File: config.mk
export PLATFORM = sky130hd
export DESIGN_NAME = blended_hermite_profile_coefficients
export DESIGN_NICKNAME = d
export VERILOG_FILES = /design/src/rtl/core/bhpc_pkg.sv /design/src/rtl/core/blended_hermite_profile_coefficients.sv /design/src/rtl/core/bhpc_div.sv /design/src/rtl/core/bhpc_datapath.sv /design/src/rtl/core/bhpc_ctrl.sv
export SDC_FILE = /design/constraint.sdc
export NUM_CORES = 2
export LEC_CHECK = 0
export BUFFER_PORTS_ARGS = -buffer_cell sky130_fd_sc_hd__buf_2
export CORE_MARGIN = 4
export CORE_UTILIZATION = 50
export CTS_CLUSTER_DIAMETER = 200
export DETAILED_ROUTE_END_ITERATION = 10
export GPL_ROUTABILITY_DRIVEN = 0
export PLACE_DENSITY = 0.66
export RECOVER_POWER = 50
export SLEW_MARGIN = 20
export SYNTH_ARGS = -nofsm -noshare
export SYNTH_HDL_FRONTEND = slang
export SYNTH_SLANG_ARGS = --single-unit
File: constraint.sdc
create_clock -name clk -period 12.5 [get_ports clk]
set_clock_uncertainty 0.1 [all_clocks]
set_input_delay 1.875 -clock clk [delete_from_list [all_inputs] [get_ports clk]]
set_output_delay 1.875 -clock clk [all_outputs]
set_load 0.02 [all_outputs]
File: src/rtl/core/bhpc_pkg.sv
// Shared types, constants and helper functions for the Hermite profile coefficient block.
`timescale 1ns / 1ps

package bhpc_pkg;

    localparam int PROFILE_PARAMS = 6;
    localparam int SEGMENT_COUNT  = 4;
    localparam int KNOT_COUNT     = SEGMENT_COUNT + 1;
    localparam int PIDX_W         = $clog2(PROFILE_PARAMS);
    localparam int SIDX_W         = $clog2(SEGMENT_COUNT);
    localparam int KIDX_W         = $clog2(KNOT_COUNT);

    // output transaction payload width, padded to whole bytes
    localparam int OUT_BITS   = 132;
    localparam int OUT_DATA_W = ((OUT_BITS + 7) / 8) * 8;

    typedef logic signed [15:0] q88_t;
    typedef logic signed [18:0] knot_t;

    // opcodes
    localparam logic [1:0] OP_TICK    = 2'd0;
    localparam logic [1:0] OP_START   = 2'd1;
    localparam logic [1:0] OP_RECOMP  = 2'd2;

    // configuration register indexes
    localparam logic [2:0] IDX_DURATION = 3'd6;

    // profile value slots
    localparam logic [PIDX_W-1:0] P_EXT_TORQUE  = 3'd0;
    localparam logic [PIDX_W-1:0] P_FLEX_TORQUE = 3'd1;
    localparam logic [PIDX_W-1:0] P_EXT_TIME    = 3'd2;
    localparam logic [PIDX_W-1:0] P_FLEX_TIME   = 3'd3;
    localparam logic [PIDX_W-1:0] P_MID_TIME    = 3'd4;
    localparam logic [PIDX_W-1:0] P_RISE_TIME   = 3'd5;

    // divider operand selection
    localparam logic [1:0] DIVS_BLEND = 2'd0;
    localparam logic [1:0] DIVS_QUAD  = 2'd1;
    localparam logic [1:0] DIVS_CUBE  = 2'd2;

    localparam knot_t      HUNDRED_Q8     = 19'sd25600;
    localparam logic [15:0] DURATION_RESET = 16'd5000;

    typedef struct packed {
        logic              load_in;
        logic              snap;
        logic              take_targets;
        logic              mul_blend;
        logic [PIDX_W-1:0] param_idx;
        logic              div_start;
        logic [1:0]        div_sel;
        logic              blend_write;
        logic              seg_load;
        logic [SIDX_W-1:0] seg_idx;
        logic              mul_sq;
        logic              mul_cube;
        logic              quad_write;
        logic              cube_write;
        logic              out_load;
    } bhpc_cmd_t;

    typedef struct packed {
        logic [1:0] op;
        logic       blending;
        logic       blend_over;
        logic       div_done;
        logic       h_zero;
    } bhpc_status_t;

    // profile values after reset, Q8.8
    function automatic q88_t init_profile(input logic [PIDX_W-1:0] idx);
        q88_t v;
        case (idx)
            P_EXT_TORQUE:  v = -16'sd3072;
            P_FLEX_TORQUE: v = 16'sd2048;
            P_EXT_TIME:    v = 16'sd5120;
            P_FLEX_TIME:   v = 16'sd18432;
            P_MID_TIME:    v = 16'sd9728;
            P_RISE_TIME:   v = 16'sd6400;
            default:       v = 16'sd0;
        endcase
        return v;
    endfunction

    // apply sign to a rounded quotient and clamp to signed 32 bits
    function automatic logic [31:0] sat_coef(input logic [32:0] q, input logic ovf,
                                             input logic neg);
        logic [31:0] r;
        if (neg) begin
            if (ovf || q > 33'h080000000)
                r = 32'h8000_0000;
            else
                r = 32'd0 - q[31:0];
        end
        else begin
            if (ovf || q > 33'h07FFFFFFF)
                r = 32'h7FFF_FFFF;
            else
                r = q[31:0];
        end
        return r;
    endfunction

endpackage

File: src/rtl/core/blended_hermite_profile_coefficients.sv
// Top level: blended Hermite torque profile, power-form segment coefficients.
`timescale 1ns / 1ps

// Usage
//  Slave stream: one transaction per command. tuser carries the opcode (tick and
//  blend, start blend, recompute), tdata the current time in ms.
//  Master stream: four transactions per tick (while blending) or recompute, one
//  per spline segment, tlast on segment 3. Start blend and idle ticks give none.
//  Config port: cfg_we/cfg_index/cfg_data write the six blend targets and the
//  blend duration; only write while the block is idle.
//  Timing: the shared restoring divider gives one quotient bit a cycle. Recompute
//  steps through each segment in turn (load, h^2, h^3, two divisions, hand-off);
//  a zero-width segment goes from h^2 straight to hand-off. A blending tick
//  first updates each of the six profile values with a multiply and a division.
//  A tick that finishes the blend skips that part.
//  One command is processed at a time; s_tready is high only when idle. The
//  result register lets the next command be accepted while the last segment
//  still waits on the master side.
//  Stall: a held master side stops the sequencer before loading the next
//  segment; nothing is dropped.
//  Reset: asynchronous, active low. Profile returns to its initial values,
//  targets to zero, duration to 5000 ms, blend inactive.

module blended_hermite_profile_coefficients (
    input  logic                              clk,
    input  logic                              rst_n,
    input  logic                              s_tvalid,
    output logic                              s_tready,
    input  logic [31:0]                       s_tdata,   // [31:0] current_time_ms
    input  logic [1:0]                        s_tuser,   // [1:0] opcode
    output logic                              m_tvalid,
    input  logic                              m_tready,
    // [1:0] segment_index, [17:2] knot_start, [33:18] coef_constant,
    // [65:34] coef_linear, [97:66] coef_quadratic, [129:98] coef_cubic,
    // [130] width_fault, [131] still_blending, rest zero
    output logic [bhpc_pkg::OUT_DATA_W-1:0]   m_tdata,
    output logic                              m_tlast,   // last_segment
    input  logic                              cfg_we,
    input  logic [2:0]                        cfg_index,
    input  logic [15:0]                       cfg_data
);

    bhpc_pkg::bhpc_cmd_t    cmd;
    bhpc_pkg::bhpc_status_t status;

    bhpc_ctrl u_ctrl (
        .clk      (clk),
        .rst_n    (rst_n),
        .s_tvalid (s_tvalid),
        .s_tready (s_tready),
        .m_tvalid (m_tvalid),
        .m_tready (m_tready),
        .status   (status),
        .cmd      (cmd)
    );

    bhpc_datapath u_dp (
        .clk       (clk),
        .rst_n     (rst_n),
        .cmd       (cmd),
        .status    (status),
        .in_time   (s_tdata),
        .in_op     (s_tuser),
        .cfg_we    (cfg_we),
        .cfg_index (cfg_index),
        .cfg_data  (cfg_data),
        .out_data  (m_tdata),
        .out_last  (m_tlast)
    );

    // an accepted command takes the sequencer out of idle, so s_tready drops
    assert property (@(posedge clk) disable iff (!rst_n)
        (s_tvalid && s_tready) |=> !s_tready)
        else $error("input accepted on consecutive cycles");

    // a segment result is only loaded into a free output register
    assert property (@(posedge clk) disable iff (!rst_n)
        cmd.out_load |-> (!m_tvalid || m_tready))
        else $error("output register overwritten");

    // landing on the targets ends the blend
    assert property (@(posedge clk) disable iff (!rst_n)
        cmd.take_targets |=> !status.blending)
        else $error("blend still active after taking targets");

endmodule

File: src/rtl/core/bhpc_div.sv
// Restoring divider, one quotient bit per cycle, 33-bit quotient with overflow flag.
`timescale 1ns / 1ps

module bhpc_div (
    input  logic        clk,
    input  logic        rst_n,
    input  logic        start,
    input  logic [63:0] num,
    input  logic [63:0] den,
    output logic [32:0] quot,
    output logic        ovf,
    output logic        done
);

    logic        busy_reg, busy_next;
    logic        done_reg, done_next;
    logic [5:0]  cnt_reg, cnt_next;
    logic [64:0] rem_reg, rem_next;
    logic [32:0] nsh_reg, nsh_next;
    logic [32:0] q_reg, q_next;
    logic [63:0] den_reg, den_next;
    logic        ovf_reg, ovf_next;
    logic [64:0] rem_sh;

    always_comb
    begin
        busy_next = busy_reg;
        done_next = 1'b0;
        cnt_next  = cnt_reg;
        rem_next  = rem_reg;
        nsh_next  = nsh_reg;
        q_next    = q_reg;
        den_next  = den_reg;
        ovf_next  = ovf_reg;
        rem_sh    = {rem_reg[63:0], nsh_reg[32]};
        if (start)
        begin
            busy_next = 1'b1;
            cnt_next  = 6'd33;
            rem_next  = {34'd0, num[63:33]};
            nsh_next  = num[32:0];
            q_next    = 33'd0;
            den_next  = den;
            // quotient of 2^33 or more: top bits already reach the divisor
            ovf_next  = ({33'd0, num[63:33]} >= den);
        end
        else if (busy_reg)
        begin
            nsh_next = {nsh_reg[31:0], 1'b0};
            if (rem_sh >= {1'b0, den_reg})
            begin
                rem_next = rem_sh - {1'b0, den_reg};
                q_next   = {q_reg[31:0], 1'b1};
            end
            else
            begin
                rem_next = rem_sh;
                q_next   = {q_reg[31:0], 1'b0};
            end
            cnt_next = cnt_reg - 6'd1;
            if (cnt_reg == 6'd1)
            begin
                busy_next = 1'b0;
                done_next = 1'b1;
            end
        end
    end

    always_ff @(posedge clk or negedge rst_n)
    begin
        if (!rst_n)
        begin
            busy_reg <= 1'b0;
            done_reg <= 1'b0;
            cnt_reg  <= 6'd0;
        end
        else
        begin
            busy_reg <= busy_next;
            done_reg <= done_next;
            cnt_reg  <= cnt_next;
        end
    end

    always_ff @(posedge clk)
    begin
        rem_reg <= rem_next;
        nsh_reg <= nsh_next;
        q_reg   <= q_next;
        den_reg <= den_next;
        ovf_reg <= ovf_next;
    end

    assign quot = q_reg;
    assign ovf  = ovf_reg;
    assign done = done_reg;

endmodule

File: src/rtl/core/bhpc_datapath.sv
// Datapath: profile and blend state, knots, shared multiplier, divider and result register.
`timescale 1ns / 1ps

module bhpc_datapath (
    input  logic                                clk,
    input  logic                                rst_n,
    input  bhpc_pkg::bhpc_cmd_t                 cmd,
    output bhpc_pkg::bhpc_status_t              status,
    input  logic [31:0]                         in_time,
    input  logic [1:0]                          in_op,
    input  logic                                cfg_we,
    input  logic [2:0]                          cfg_index,
    input  logic [15:0]                         cfg_data,
    output logic [bhpc_pkg::OUT_DATA_W-1:0]     out_data,
    output logic                                out_last
);

    bhpc_pkg::q88_t profile_reg [bhpc_pkg::PROFILE_PARAMS];
    bhpc_pkg::q88_t start_reg   [bhpc_pkg::PROFILE_PARAMS];
    bhpc_pkg::q88_t target_reg  [bhpc_pkg::PROFILE_PARAMS];
    logic [15:0]    dur_reg;
    logic [31:0]    start_time_reg;
    logic           blending_reg;

    logic [1:0]     op_reg;
    logic [31:0]    time_reg;
    logic [31:0]    elapsed_reg;

    // blend operands
    logic [32:0]    mag_reg;
    logic           bl_neg_reg;
    logic signed [16:0] diff;
    logic [16:0]    adiff;
    logic signed [17:0] blend_val;
    logic signed [17:0] q_signed;

    // segment operands
    bhpc_pkg::knot_t knot_x [bhpc_pkg::KNOT_COUNT];
    bhpc_pkg::knot_t knot_y [bhpc_pkg::KNOT_COUNT];
    bhpc_pkg::knot_t x_lo, x_hi, y_lo, y_hi, h, df, ah_full, adf_full;
    logic [16:0]    ah_reg;
    logic [15:0]    adf_reg;
    logic           quad_neg_reg, cube_neg_reg, hzero_reg;
    logic [15:0]    knot_reg, const_reg;
    logic [33:0]    hsq_reg;
    logic [50:0]    hcub_reg;
    logic [31:0]    c2_reg, c3_reg;
    logic [15:0]    knot_sat;
    logic [16:0]    adf3;

    // shared multiplier
    logic [33:0]    mul_a;
    logic [16:0]    mul_b;
    logic [50:0]    prod;

    // divider
    logic [63:0]    div_num, div_den;
    logic [32:0]    div_q;
    logic           div_ovf, div_done;

    // result register
    logic [1:0]     o_seg_reg;
    logic [15:0]    o_knot_reg, o_const_reg;
    logic [31:0]    o_c2_reg, o_c3_reg;
    logic           o_fault_reg, o_blend_reg, o_last_reg;

    // knots from the profile
    always_comb
    begin
        knot_x[0] = 19'(profile_reg[bhpc_pkg::P_EXT_TIME])
                  - 19'(profile_reg[bhpc_pkg::P_RISE_TIME]);
        knot_x[1] = 19'(profile_reg[bhpc_pkg::P_EXT_TIME]);
        knot_x[2] = 19'(profile_reg[bhpc_pkg::P_MID_TIME]);
        knot_x[3] = 19'(profile_reg[bhpc_pkg::P_FLEX_TIME]);
        knot_x[4] = bhpc_pkg::HUNDRED_Q8 - 19'(profile_reg[bhpc_pkg::P_RISE_TIME])
                  + 19'(profile_reg[bhpc_pkg::P_EXT_TIME]);
        knot_y[0] = '0;
        knot_y[1] = 19'(profile_reg[bhpc_pkg::P_EXT_TORQUE]);
        knot_y[2] = '0;
        knot_y[3] = 19'(profile_reg[bhpc_pkg::P_FLEX_TORQUE]);
        knot_y[4] = '0;
    end

    always_comb
    begin
        x_lo     = knot_x[{1'b0, cmd.seg_idx}];
        x_hi     = knot_x[{1'b0, cmd.seg_idx} + 3'd1];
        y_lo     = knot_y[{1'b0, cmd.seg_idx}];
        y_hi     = knot_y[{1'b0, cmd.seg_idx} + 3'd1];
        h        = x_hi - x_lo;
        df       = y_hi - y_lo;
        ah_full  = h[18] ? -h : h;
        adf_full = df[18] ? -df : df;
        if (x_lo > 19'sd32767)
            knot_sat = 16'h7FFF;
        else if (x_lo < -19'sd32768)
            knot_sat = 16'h8000;
        else
            knot_sat = x_lo[15:0];
    end

    // blend operands for the selected parameter
    always_comb
    begin
        diff  = 17'(target_reg[cmd.param_idx]) - 17'(start_reg[cmd.param_idx]);
        adiff = diff[16] ? 17'(-diff) : 17'(diff);
        q_signed  = bl_neg_reg ? -$signed({1'b0, div_q[16:0]})
                               : $signed({1'b0, div_q[16:0]});
        blend_val = 18'(start_reg[cmd.param_idx]) + q_signed;
    end

    // one multiplier shared by blend scaling, h^2 and h^3
    always_comb
    begin
        if (cmd.mul_blend)
        begin
            mul_a = {17'd0, adiff};
            mul_b = {1'b0, elapsed_reg[15:0]};
        end
        else if (cmd.mul_cube)
        begin
            mul_a = hsq_reg;
            mul_b = ah_reg;
        end
        else
        begin
            mul_a = {17'd0, ah_reg};
            mul_b = ah_reg;
        end
        prod = 51'(mul_a) * 51'(mul_b);
    end

    // rounded division: (2*num + den) / (2*den)
    assign adf3 = {1'b0, adf_reg} + {adf_reg, 1'b0};

    always_comb
    begin
        case (cmd.div_sel)
            bhpc_pkg::DIVS_QUAD:
            begin
                div_num = ({47'd0, adf3} << 33) + {30'd0, hsq_reg};
                div_den = {29'd0, hsq_reg, 1'b0};
            end
            bhpc_pkg::DIVS_CUBE:
            begin
                div_num = ({48'd0, adf_reg} << 42) + {13'd0, hcub_reg};
                div_den = {12'd0, hcub_reg, 1'b0};
            end
            default:
            begin
                div_num = {30'd0, mag_reg, 1'b0} + {48'd0, dur_reg};
                div_den = {47'd0, dur_reg, 1'b0};
            end
        endcase
    end

    bhpc_div u_div (
        .clk   (clk),
        .rst_n (rst_n),
        .start (cmd.div_start),
        .num   (div_num),
        .den   (div_den),
        .quot  (div_q),
        .ovf   (div_ovf),
        .done  (div_done)
    );

    // profile, targets and blend state
    always_ff @(posedge clk or negedge rst_n)
    begin
        if (!rst_n)
        begin
            for (int i = 0; i < bhpc_pkg::PROFILE_PARAMS; i++)
            begin
                profile_reg[i] <= bhpc_pkg::init_profile(bhpc_pkg::PIDX_W'(i));
                start_reg[i]   <= '0;
                target_reg[i]  <= '0;
            end
            dur_reg        <= bhpc_pkg::DURATION_RESET;
            start_time_reg <= '0;
            blending_reg   <= 1'b0;
        end
        else
        begin
            if (cfg_we)
            begin
                if (cfg_index < bhpc_pkg::IDX_DURATION)
                    target_reg[cfg_index] <= cfg_data;
                else if (cfg_index == bhpc_pkg::IDX_DURATION)
                    dur_reg <= cfg_data;
            end
            if (cmd.snap)
            begin
                for (int i = 0; i < bhpc_pkg::PROFILE_PARAMS; i++)
                    start_reg[i] <= profile_reg[i];
                start_time_reg <= time_reg;
                blending_reg   <= 1'b1;
            end
            if (cmd.take_targets)
            begin
                for (int i = 0; i < bhpc_pkg::PROFILE_PARAMS; i++)
                    profile_reg[i] <= target_reg[i];
                blending_reg <= 1'b0;
            end
            if (cmd.blend_write)
                profile_reg[cmd.param_idx] <= blend_val[15:0];
        end
    end

    // working registers
    always_ff @(posedge clk)
    begin
        if (cmd.load_in)
        begin
            op_reg      <= in_op;
            time_reg    <= in_time;
            elapsed_reg <= in_time - start_time_reg;
        end
        if (cmd.mul_blend)
        begin
            mag_reg    <= prod[32:0];
            bl_neg_reg <= diff[16];
        end
        if (cmd.seg_load)
        begin
            ah_reg       <= ah_full[16:0];
            adf_reg      <= adf_full[15:0];
            quad_neg_reg <= df[18];
            cube_neg_reg <= ((df > 0) == (h > 0));
            hzero_reg    <= (h == 0);
            knot_reg     <= knot_sat;
            const_reg    <= y_lo[15:0];
            c2_reg       <= '0;
            c3_reg       <= '0;
        end
        if (cmd.mul_sq)
            hsq_reg <= prod[33:0];
        if (cmd.mul_cube)
            hcub_reg <= prod;
        if (cmd.quad_write)
            c2_reg <= bhpc_pkg::sat_coef(div_q, div_ovf, quad_neg_reg);
        if (cmd.cube_write)
            c3_reg <= bhpc_pkg::sat_coef(div_q, div_ovf, cube_neg_reg);
        if (cmd.out_load)
        begin
            o_seg_reg   <= cmd.seg_idx;
            o_knot_reg  <= knot_reg;
            o_const_reg <= const_reg;
            o_c2_reg    <= c2_reg;
            o_c3_reg    <= c3_reg;
            o_fault_reg <= hzero_reg;
            o_blend_reg <= blending_reg;
            o_last_reg  <= (cmd.seg_idx == bhpc_pkg::SIDX_W'(bhpc_pkg::SEGMENT_COUNT - 1));
        end
    end

    assign status.op         = op_reg;
    assign status.blending   = blending_reg;
    assign status.blend_over = (elapsed_reg >= {16'd0, dur_reg});
    assign status.div_done   = div_done;
    assign status.h_zero     = hzero_reg;

    assign out_data = {(bhpc_pkg::OUT_DATA_W - bhpc_pkg::OUT_BITS)'(0),
                       o_blend_reg, o_fault_reg, o_c3_reg, o_c2_reg, 32'd0,
                       o_const_reg, o_knot_reg, o_seg_reg};
    assign out_last = o_last_reg;

endmodule

File: src/rtl/core/bhpc_ctrl.sv
// Controller: sequences blend steps, segment computations and result hand-off.
`timescale 1ns / 1ps

module bhpc_ctrl (
    input  logic                   clk,
    input  logic                   rst_n,
    input  logic                   s_tvalid,
    output logic                   s_tready,
    output logic                   m_tvalid,
    input  logic                   m_tready,
    input  bhpc_pkg::bhpc_status_t status,
    output bhpc_pkg::bhpc_cmd_t    cmd
);

    localparam logic [3:0] ST_IDLE     = 4'd0;
    localparam logic [3:0] ST_DECODE   = 4'd1;
    localparam logic [3:0] ST_BL_MUL   = 4'd2;
    localparam logic [3:0] ST_BL_DIV   = 4'd3;
    localparam logic [3:0] ST_BL_WAIT  = 4'd4;
    localparam logic [3:0] ST_SEG_LOAD = 4'd5;
    localparam logic [3:0] ST_SEG_SQ   = 4'd6;
    localparam logic [3:0] ST_SEG_CUBE = 4'd7;
    localparam logic [3:0] ST_DIV_Q    = 4'd8;
    localparam logic [3:0] ST_WAIT_Q   = 4'd9;
    localparam logic [3:0] ST_DIV_C    = 4'd10;
    localparam logic [3:0] ST_WAIT_C   = 4'd11;
    localparam logic [3:0] ST_SEG_OUT  = 4'd12;

    logic [3:0]                  state_reg, state_next;
    logic [bhpc_pkg::PIDX_W-1:0] pidx_reg, pidx_next;
    logic [bhpc_pkg::SIDX_W-1:0] sidx_reg, sidx_next;
    logic                        mvalid_reg, mvalid_next;
    logic                        slot_free;

    assign slot_free = !mvalid_reg || m_tready;

    always_comb
    begin
        state_next    = state_reg;
        pidx_next     = pidx_reg;
        sidx_next     = sidx_reg;
        mvalid_next   = mvalid_reg && !m_tready;
        cmd           = '0;
        cmd.param_idx = pidx_reg;
        cmd.seg_idx   = sidx_reg;
        cmd.div_sel   = bhpc_pkg::DIVS_BLEND;
        unique case (state_reg)
            ST_IDLE:
            begin
                if (s_tvalid)
                begin
                    cmd.load_in = 1'b1;
                    state_next  = ST_DECODE;
                end
            end
            ST_DECODE:
            begin
                sidx_next = '0;
                pidx_next = '0;
                if (status.op == bhpc_pkg::OP_START)
                begin
                    cmd.snap   = 1'b1;
                    state_next = ST_IDLE;
                end
                else if (status.op == bhpc_pkg::OP_RECOMP)
                    state_next = ST_SEG_LOAD;
                else if (status.op == bhpc_pkg::OP_TICK && status.blending)
                begin
                    if (status.blend_over)
                    begin
                        cmd.take_targets = 1'b1;
                        state_next       = ST_SEG_LOAD;
                    end
                    else
                        state_next = ST_BL_MUL;
                end
                else
                    state_next = ST_IDLE;
            end
            ST_BL_MUL:
            begin
                cmd.mul_blend = 1'b1;
                state_next    = ST_BL_DIV;
            end
            ST_BL_DIV:
            begin
                cmd.div_start = 1'b1;
                state_next    = ST_BL_WAIT;
            end
            ST_BL_WAIT:
            begin
                if (status.div_done)
                begin
                    cmd.blend_write = 1'b1;
                    if (pidx_reg == bhpc_pkg::PIDX_W'(bhpc_pkg::PROFILE_PARAMS - 1))
                        state_next = ST_SEG_LOAD;
                    else
                    begin
                        pidx_next  = pidx_reg + bhpc_pkg::PIDX_W'(1);
                        state_next = ST_BL_MUL;
                    end
                end
            end
            ST_SEG_LOAD:
            begin
                cmd.seg_load = 1'b1;
                state_next   = ST_SEG_SQ;
            end
            ST_SEG_SQ:
            begin
                cmd.mul_sq = 1'b1;
                state_next = status.h_zero ? ST_SEG_OUT : ST_SEG_CUBE;
            end
            ST_SEG_CUBE:
            begin
                cmd.mul_cube = 1'b1;
                state_next   = ST_DIV_Q;
            end
            ST_DIV_Q:
            begin
                cmd.div_sel   = bhpc_pkg::DIVS_QUAD;
                cmd.div_start = 1'b1;
                state_next    = ST_WAIT_Q;
            end
            ST_WAIT_Q:
            begin
                if (status.div_done)
                begin
                    cmd.quad_write = 1'b1;
                    state_next     = ST_DIV_C;
                end
            end
            ST_DIV_C:
            begin
                cmd.div_sel   = bhpc_pkg::DIVS_CUBE;
                cmd.div_start = 1'b1;
                state_next    = ST_WAIT_C;
            end
            ST_WAIT_C:
            begin
                if (status.div_done)
                begin
                    cmd.cube_write = 1'b1;
                    state_next     = ST_SEG_OUT;
                end
            end
            ST_SEG_OUT:
            begin
                if (slot_free)
                begin
                    cmd.out_load = 1'b1;
                    mvalid_next  = 1'b1;
                    if (sidx_reg == bhpc_pkg::SIDX_W'(bhpc_pkg::SEGMENT_COUNT - 1))
                        state_next = ST_IDLE;
                    else
                    begin
                        sidx_next  = sidx_reg + bhpc_pkg::SIDX_W'(1);
                        state_next = ST_SEG_LOAD;
                    end
                end
            end
            default:
                state_next = ST_IDLE;
        endcase
    end

    always_ff @(posedge clk or negedge rst_n)
    begin
        if (!rst_n)
        begin
            state_reg  <= ST_IDLE;
            pidx_reg   <= '0;
            sidx_reg   <= '0;
            mvalid_reg <= 1'b0;
        end
        else
        begin
            state_reg  <= state_next;
            pidx_reg   <= pidx_next;
            sidx_reg   <= sidx_next;
            mvalid_reg <= mvalid_next;
        end
    end

    assign s_tready = (state_reg == ST_IDLE);
    assign m_tvalid = mvalid_reg;

endmodule

* Word level (Yosys, flattened, before mapping)
Cells that the tools add are included.
** Storage, ports and cells
- Bits in registers :: 968
- Input bits :: 58
- Output and inout port bits :: 139
- Logic and storage cells :: 254
** Cells by class
- $add $sub $neg :: 22
- Multipliers :: 1
- Magnitude comparators :: 16
- Equal/unequal tests :: 28
- Muxes and demuxes :: 100
- Bitwise gates (word level) :: 5
- Reduce and logical (&&, ||, !) cells :: 24
** Operator list (number)
- 19-bit binary-select mux with 3-bit select :: 4
- 32-bit 2-to-1 mux :: 7
- 96-bit bitwise mux :: 2
- 96-bit 2-to-1 mux :: 2
- 19-bit 2-to-1 mux :: 8
- 16-bit 2-to-1 mux :: 9
- 64-bit case mux with 2 select lines :: 1
- 52-bit case mux with 2 select lines :: 1
- 16-bit binary-select mux with 3-bit select :: 2
- 16-bit demux with 3-bit select :: 2
- 34-bit 2-to-1 mux :: 2
- 33-bit 2-to-1 mux :: 2
- 65-bit by 64-bit greater-or-equal comparator with 1-bit output :: 1
- 64-bit 2-to-1 mux :: 1
- 64-bit subtractor :: 1
- 31-bit 2-to-1 mux :: 2
- 58-bit by 51-bit adder with 59-bit output :: 1
- 31-bit by 52-bit greater-or-equal comparator with 1-bit output :: 1
- 4-bit case mux with 13 select lines :: 1
- 50-bit by 34-bit adder with 51-bit output :: 1
- 34-bit by 17-bit multiplier with 51-bit output :: 1
- 17-bit 2-to-1 mux :: 3
- 19-bit by 1-bit > comparator with 1-bit output (second input constant) :: 2
- 19-bit subtractor :: 2
- 54 further kinds :: 137

* Depth between registers and ports, before layout
- Depth after elaboration :: 9
- Gate-level depth with buffers :: 45
- Gate-level depth less buffers :: 41

* By module
From an unflattened synthesis, not the netlist that was laid out.
** Unflattened totals
- Cell total of the unflattened synthesis :: 7552
- Area, all modules :: 74631.6 µm²
** By module, submodules not included
- bhpc_datapath :: times used 1, cells each 6082, area an instance 60809.6 µm², sequential area each 21011.4 µm²
- bhpc_div :: times used 1, cells each 1368, area an instance 12947.4 µm², sequential area each 5395.2 µm²
- bhpc_ctrl :: times used 1, cells each 102, area an instance 874.6 µm², sequential area each 250.2 µm²

* Least setup slack after synthesis
Ideal clock, no wire load.
- Path type :: register to register
- From :: reg u_ctrl.pidx_reg[0] (netlist bit)
- To :: reg u_dp.hcub_reg[49] (data pin)
- Setup time :: 255 ps
- Arrival :: 10268 ps
- Required time :: 12145 ps
- Path slack :: 1877 ps
- Cell stages (with the launch flop) :: 38
- Buffers on the path :: 5
- Clock period less this slack :: 10623 ps
- Cell sequence :: dfrtp_1 -> clkbuf_1 -> nor3_1 -> clkbuf_1 -> clkbuf_1 -> clkbuf_1 -> a22oi_1 -> nand3_1 -> ha_1 -> nor2b_1 -> o21ai_2 -> a21oi_2 -> o21ai_0 -> a21oi_1 -> or4_1 -> or3_1 -> o31ai_1 -> mux2i_1 -> [... 2 more ...] -> fa_1 -> fa_1 -> fa_1 -> fa_1 -> inv_1 -> fa_1 -> fa_1 -> ha_1 -> a21oi_1 -> o22a_1 -> a21oi_1 -> a31o_2 -> a31oi_1 -> a211oi_1 -> o21ai_1 -> a2111oi_2 -> or4b_1 -> and3_1
** On the way
- Longest elaborated chain between the ends :: 9
- Elaborated cells on any way between the ends :: 12
- Classes of those cells :: add/sub: 2; mul: 1; mux: 8; bitwise: 1
** Ends and longest elaborated chain
- from (decl) :: line bhpc_ctrl.sv:30 : logic [bhpc_pkg::PIDX_W-1:0] pidx_reg, pidx_next;
- from (signal assigned) :: line bhpc_ctrl.sv:179 : pidx_reg <= pidx_next;
- 3-bit NOT with 4-bit output (not written as such) * :: line bhpc_datapath.sv:105 : diff = 17'(target_reg[cmd.param_idx]) - 17'(start_reg[cmd.param_idx]);
- 16-bit binary-select mux with 3-bit select :: line bhpc_datapath.sv:105
- 16-bit 2-to-1 mux (not written as such) (2 in a row) :: line bhpc_datapath.sv:105
- 16-bit by 16-bit subtractor with 17-bit output * :: line bhpc_datapath.sv:105
- 17-bit negator :: line bhpc_datapath.sv:106 : adiff = diff[16] ? 17'(-diff) : 17'(diff);
- 17-bit 2-to-1 mux * :: line bhpc_datapath.sv:106
- 34-bit 2-to-1 mux * :: line bhpc_datapath.sv:115 : if (cmd.mul_blend)
- 34-bit by 17-bit multiplier with 51-bit output * :: line bhpc_datapath.sv:130 : prod = 51'(mul_a) * 51'(mul_b);
- net u_dp.prod[49] :: line bhpc_datapath.sv:54 : logic [50:0] prod;
- to (signal assigned) :: line bhpc_datapath.sv:239 : hcub_reg <= prod;
- to (decl) :: line bhpc_datapath.sv:46 : logic [50:0] hcub_reg;
The timed path passes the listed nets; every way through them passes the cells marked *. The select of a mux whose other input is x is not followed.
A chain may end at the register's enable or synchronous reset.

* Final worst setup path
- From :: reg u_ctrl.pidx_reg[2] (netlist bit)
- To :: reg u_dp.hcub_reg[49] (data pin)
The elaborated chain is that of the path after synthesis.

==> impl_metrics.env <==
export IMPL_num_rows=141
export IMPL_drt_pre_antenna_iters=7
export IMPL_tightest_slew_ns=6.98
export IMPL_synth_edff_count=534
export IMPL_cp_slowest_cell="a211oi_1"
export IMPL_violations="max-capacitance violations, max-slew violations"
export IMPL_areaGrowthSynthToFinish_pct=8.01
export IMPL_antenna_found_initial=9
export IMPL_rr_endpoint="u_dp.hcub_reg[49]$_DFFE_PP_"
export IMPL_synthCells=7728
export IMPL_run_status="finished, violations left"
export IMPL_cts_resized=0
export IMPL_endpoint_kind="register"
export IMPL_core_area_um2=148000
export IMPL_placement_io_buffers=160
export IMPL_drc=0
export IMPL_die_area_um2=156000
export IMPL_cp_start_kind="register"
export IMPL_ys_flop_type="edfxtp_1"
export IMPL_htree_num_levels=3
export IMPL_netlist_area_um2=74900
export IMPL_grt_overflow_total=0
export IMPL_grt_first_pass_wirelength_um=361000
export IMPL_area_sequential_um2=26300
export IMPL_r2r_start="u_ctrl.pidx_reg[2]$_DFFE_PN0P_"
export IMPL_crit_fanout=20
export IMPL_crit_required_ns=12.86
export IMPL_async_flop_share_pct=37.2
export IMPL_wire_per_inst_um=24.3
export IMPL_crit_family="compound AO/OA/AOI/OAI gates"
export IMPL_reg2reg_slack_ns=0.36
export IMPL_final_nets=8676
export IMPL_cts_reportedPaths_clkPinSlew_ns=0.06
export IMPL_cts_tree="built"
export IMPL_setup_viol=0
export IMPL_grt_pass1_vias=58800
export IMPL_ys_seq_area_share_pct=35.0
export IMPL_cts_hold_buffers=0
export IMPL_drt_total_wl_um=238000
export IMPL_avgSynthCellArea_um2=9.70
export IMPL_die_y_um=395
export IMPL_holdCritPathClass="reg2reg"
export IMPL_maxCapViolCount=25
export IMPL_max_slew_margin_pct=-365
export IMPL_postCtsSetupBuffers=0
export IMPL_via_per_inst=6.15
export IMPL_hold_end="u_dp.o_c2_reg[28]$_DFFE_PP_"
export IMPL_num_vias=60300
export IMPL_layout_drive_gt1_share_pct=9.86
export IMPL_clk_latency_ns=0.75
export IMPL_drtIter0Drc=6408
export IMPL_start_util_pct=50.5
export IMPL_root_buffer="clkbuf_16"
export IMPL_ios=197
export IMPL_hpwlAfterDp_um=180000
export IMPL_maxSlewViolCount=1100
export IMPL_cp_num_buf_inv=6
export IMPL_slowest_delay_ns=0.65
export IMPL_critPathMostFrequentCell="fa_1"
export IMPL_min_path_cells=0
export IMPL_cp_data_arrival_time_ns=12.49
export IMPL_r2r_cells=38
export IMPL_final_fill_count=13100
export IMPL_hold_viol_final=0
export IMPL_post_route_min_period_ns=12.14
export IMPL_yosysUniqueCellTypes=112
export IMPL_hp_start="u_dp.c2_reg[28]$_SDFFCE_PN0P_"
export IMPL_cts_inserted_buffers=101
export IMPL_cts_sinks=955
export IMPL_die_x_um=395
export IMPL_synth_seq_cells=955
export IMPL_rsz0062_at_grt="no"
export IMPL_critPathLaunch="u_ctrl.pidx_reg[2]$_DFFE_PN0P_"
export IMPL_antenna_left=0
export IMPL_critical_path_class="reg2reg"
export IMPL_ys_warn_count=0
export IMPL_tns_ns=0
export IMPL_clockBufferDepth=3
export IMPL_grt_usage_pct=29.8
export IMPL_fin_crit_sh_pct=97.1
export IMPL_fmax_mhz=82.4
export IMPL_grt_max_degree=162
export IMPL_multi_input_area_um2=43700
-- per-stage QoR --
step | setup slack, ns | utilization (%) | hold WS [ns] | cell area (um2) | std cells
detailed placement | 0.577 | 52.3 | 0.305 | 77700 | 9613
finish | 0.364 | 54.6 | 0.317 | 81000 | 9808
floorplan | 1.88 | - | 0.300 | 75100 | 7763
global route | 0.0960 | 54.6 | 0.323 | 80900 | 9804
CTS | 0.538 | 54.7 | 0.319 | 81100 | 9802
global placement | 0.858 | 52.3 | 0.301 | 77700 | 9613
-- cells in the final DEF, fill, tap and decap left out, types with 37 or more instances in the layout --
cell type	instances
xor2_1	101
nor2b_1	53
nor3_1	121
edfxtp_1	534
a211oi_1	62
a21o_1	114
nand2b_1	67
mux2i_1	214
o21a_1	43
a221oi_1	63
nand3_1	179
clkbuf_1	83
mux2_2	261
nand2_1	838
nor4_1	46
a22oi_1	76
nor2_1	558
a21oi_1	359
nand4_1	66
o21ai_0	297
dfrtp_1	332
clkbuf_16	104
fa_1	501
ha_1	400
o21bai_1	37
xnor2_1	190
inv_1	884
dfxtp_1	66
and3_1	75
buf_4	108
o211ai_1	68
a31oi_1	64
buf_2	125
and2_1	79
-- worst max-delay path by stage --
stage,to,slack (ns),cells after the start
3_5_place_dp,u_dp.hcub_reg[50]$_DFFE_PP_,0.58,38
6_report,u_dp.hcub_reg[49]$_DFFE_PP_,0.36,38
3_3_place_gp,u_dp.hcub_reg[50]$_DFFE_PP_,0.86,38
2_1_floorplan,u_dp.hcub_reg[49]$_DFFE_PP_,1.88,37
5_1_grt,u_dp.hcub_reg[50]$_DFFE_PP_,0.1,38
4_1_cts,u_dp.hcub_reg[50]$_DFFE_PP_,0.54,38
-- layout make-up --
type,count,share of cell area [%]
Multi-Input combinational cell,5471,53.9
Sequential cell,955,32.5
Inverter,890,4.13
Clock buffer,137,3.50
Tap cell,2002,3.09
Timing Repair Buffer,297,2.13
Clock inverter,52,0.756
Antenna cell,4,0.0124
-- cell families after synthesis --
kind of cell    count (synthesis)  synth area share (%)
compound gates               1508                  13.6
xor+xnor                      293                  3.42
fa+ha+maj                     902                  20.1
buf+inv                      1337                  7.00
flops                         955                  35.0
mux                           486                  7.06
other cells                     1               0.00500
simple gates                 2246                  13.8
-- metal layers --
layer / up-vias / global-route usage (%) / wire, um
li1: 26700 / - / -
met1: 29700 / 40.6 / 96200
met2: 3268 / 45.1 / 103000
met3: 667 / 6.75 / 25200
met4: 8 / 14.6 / 13900
met5: - / 0 / 59
-- Yosys cell counts (102+ instances only) --
cell type | instances | area [um2]
a21o_1 | 114 | 856
a21oi_1 | 360 | 1800
clkbuf_1 | 335 | 1260
dfrtp_1 | 334 | 8360
edfxtp_1 | 534 | 16000
fa_1 | 501 | 10000
ha_1 | 401 | 5020
inv_1 | 888 | 3330
mux2_2 | 261 | 2940
mux2i_1 | 214 | 2140
nand2_1 | 839 | 3150
nand3_1 | 179 | 896
nor2_1 | 558 | 2090
nor3_1 | 124 | 621
o21ai_0 | 297 | 1490
xnor2_1 | 191 | 1670
xor2_1 | 102 | 893
Power is not shown: default switching activity piles up to over one toggle a cycle in this logic, so the estimate is an artifact.
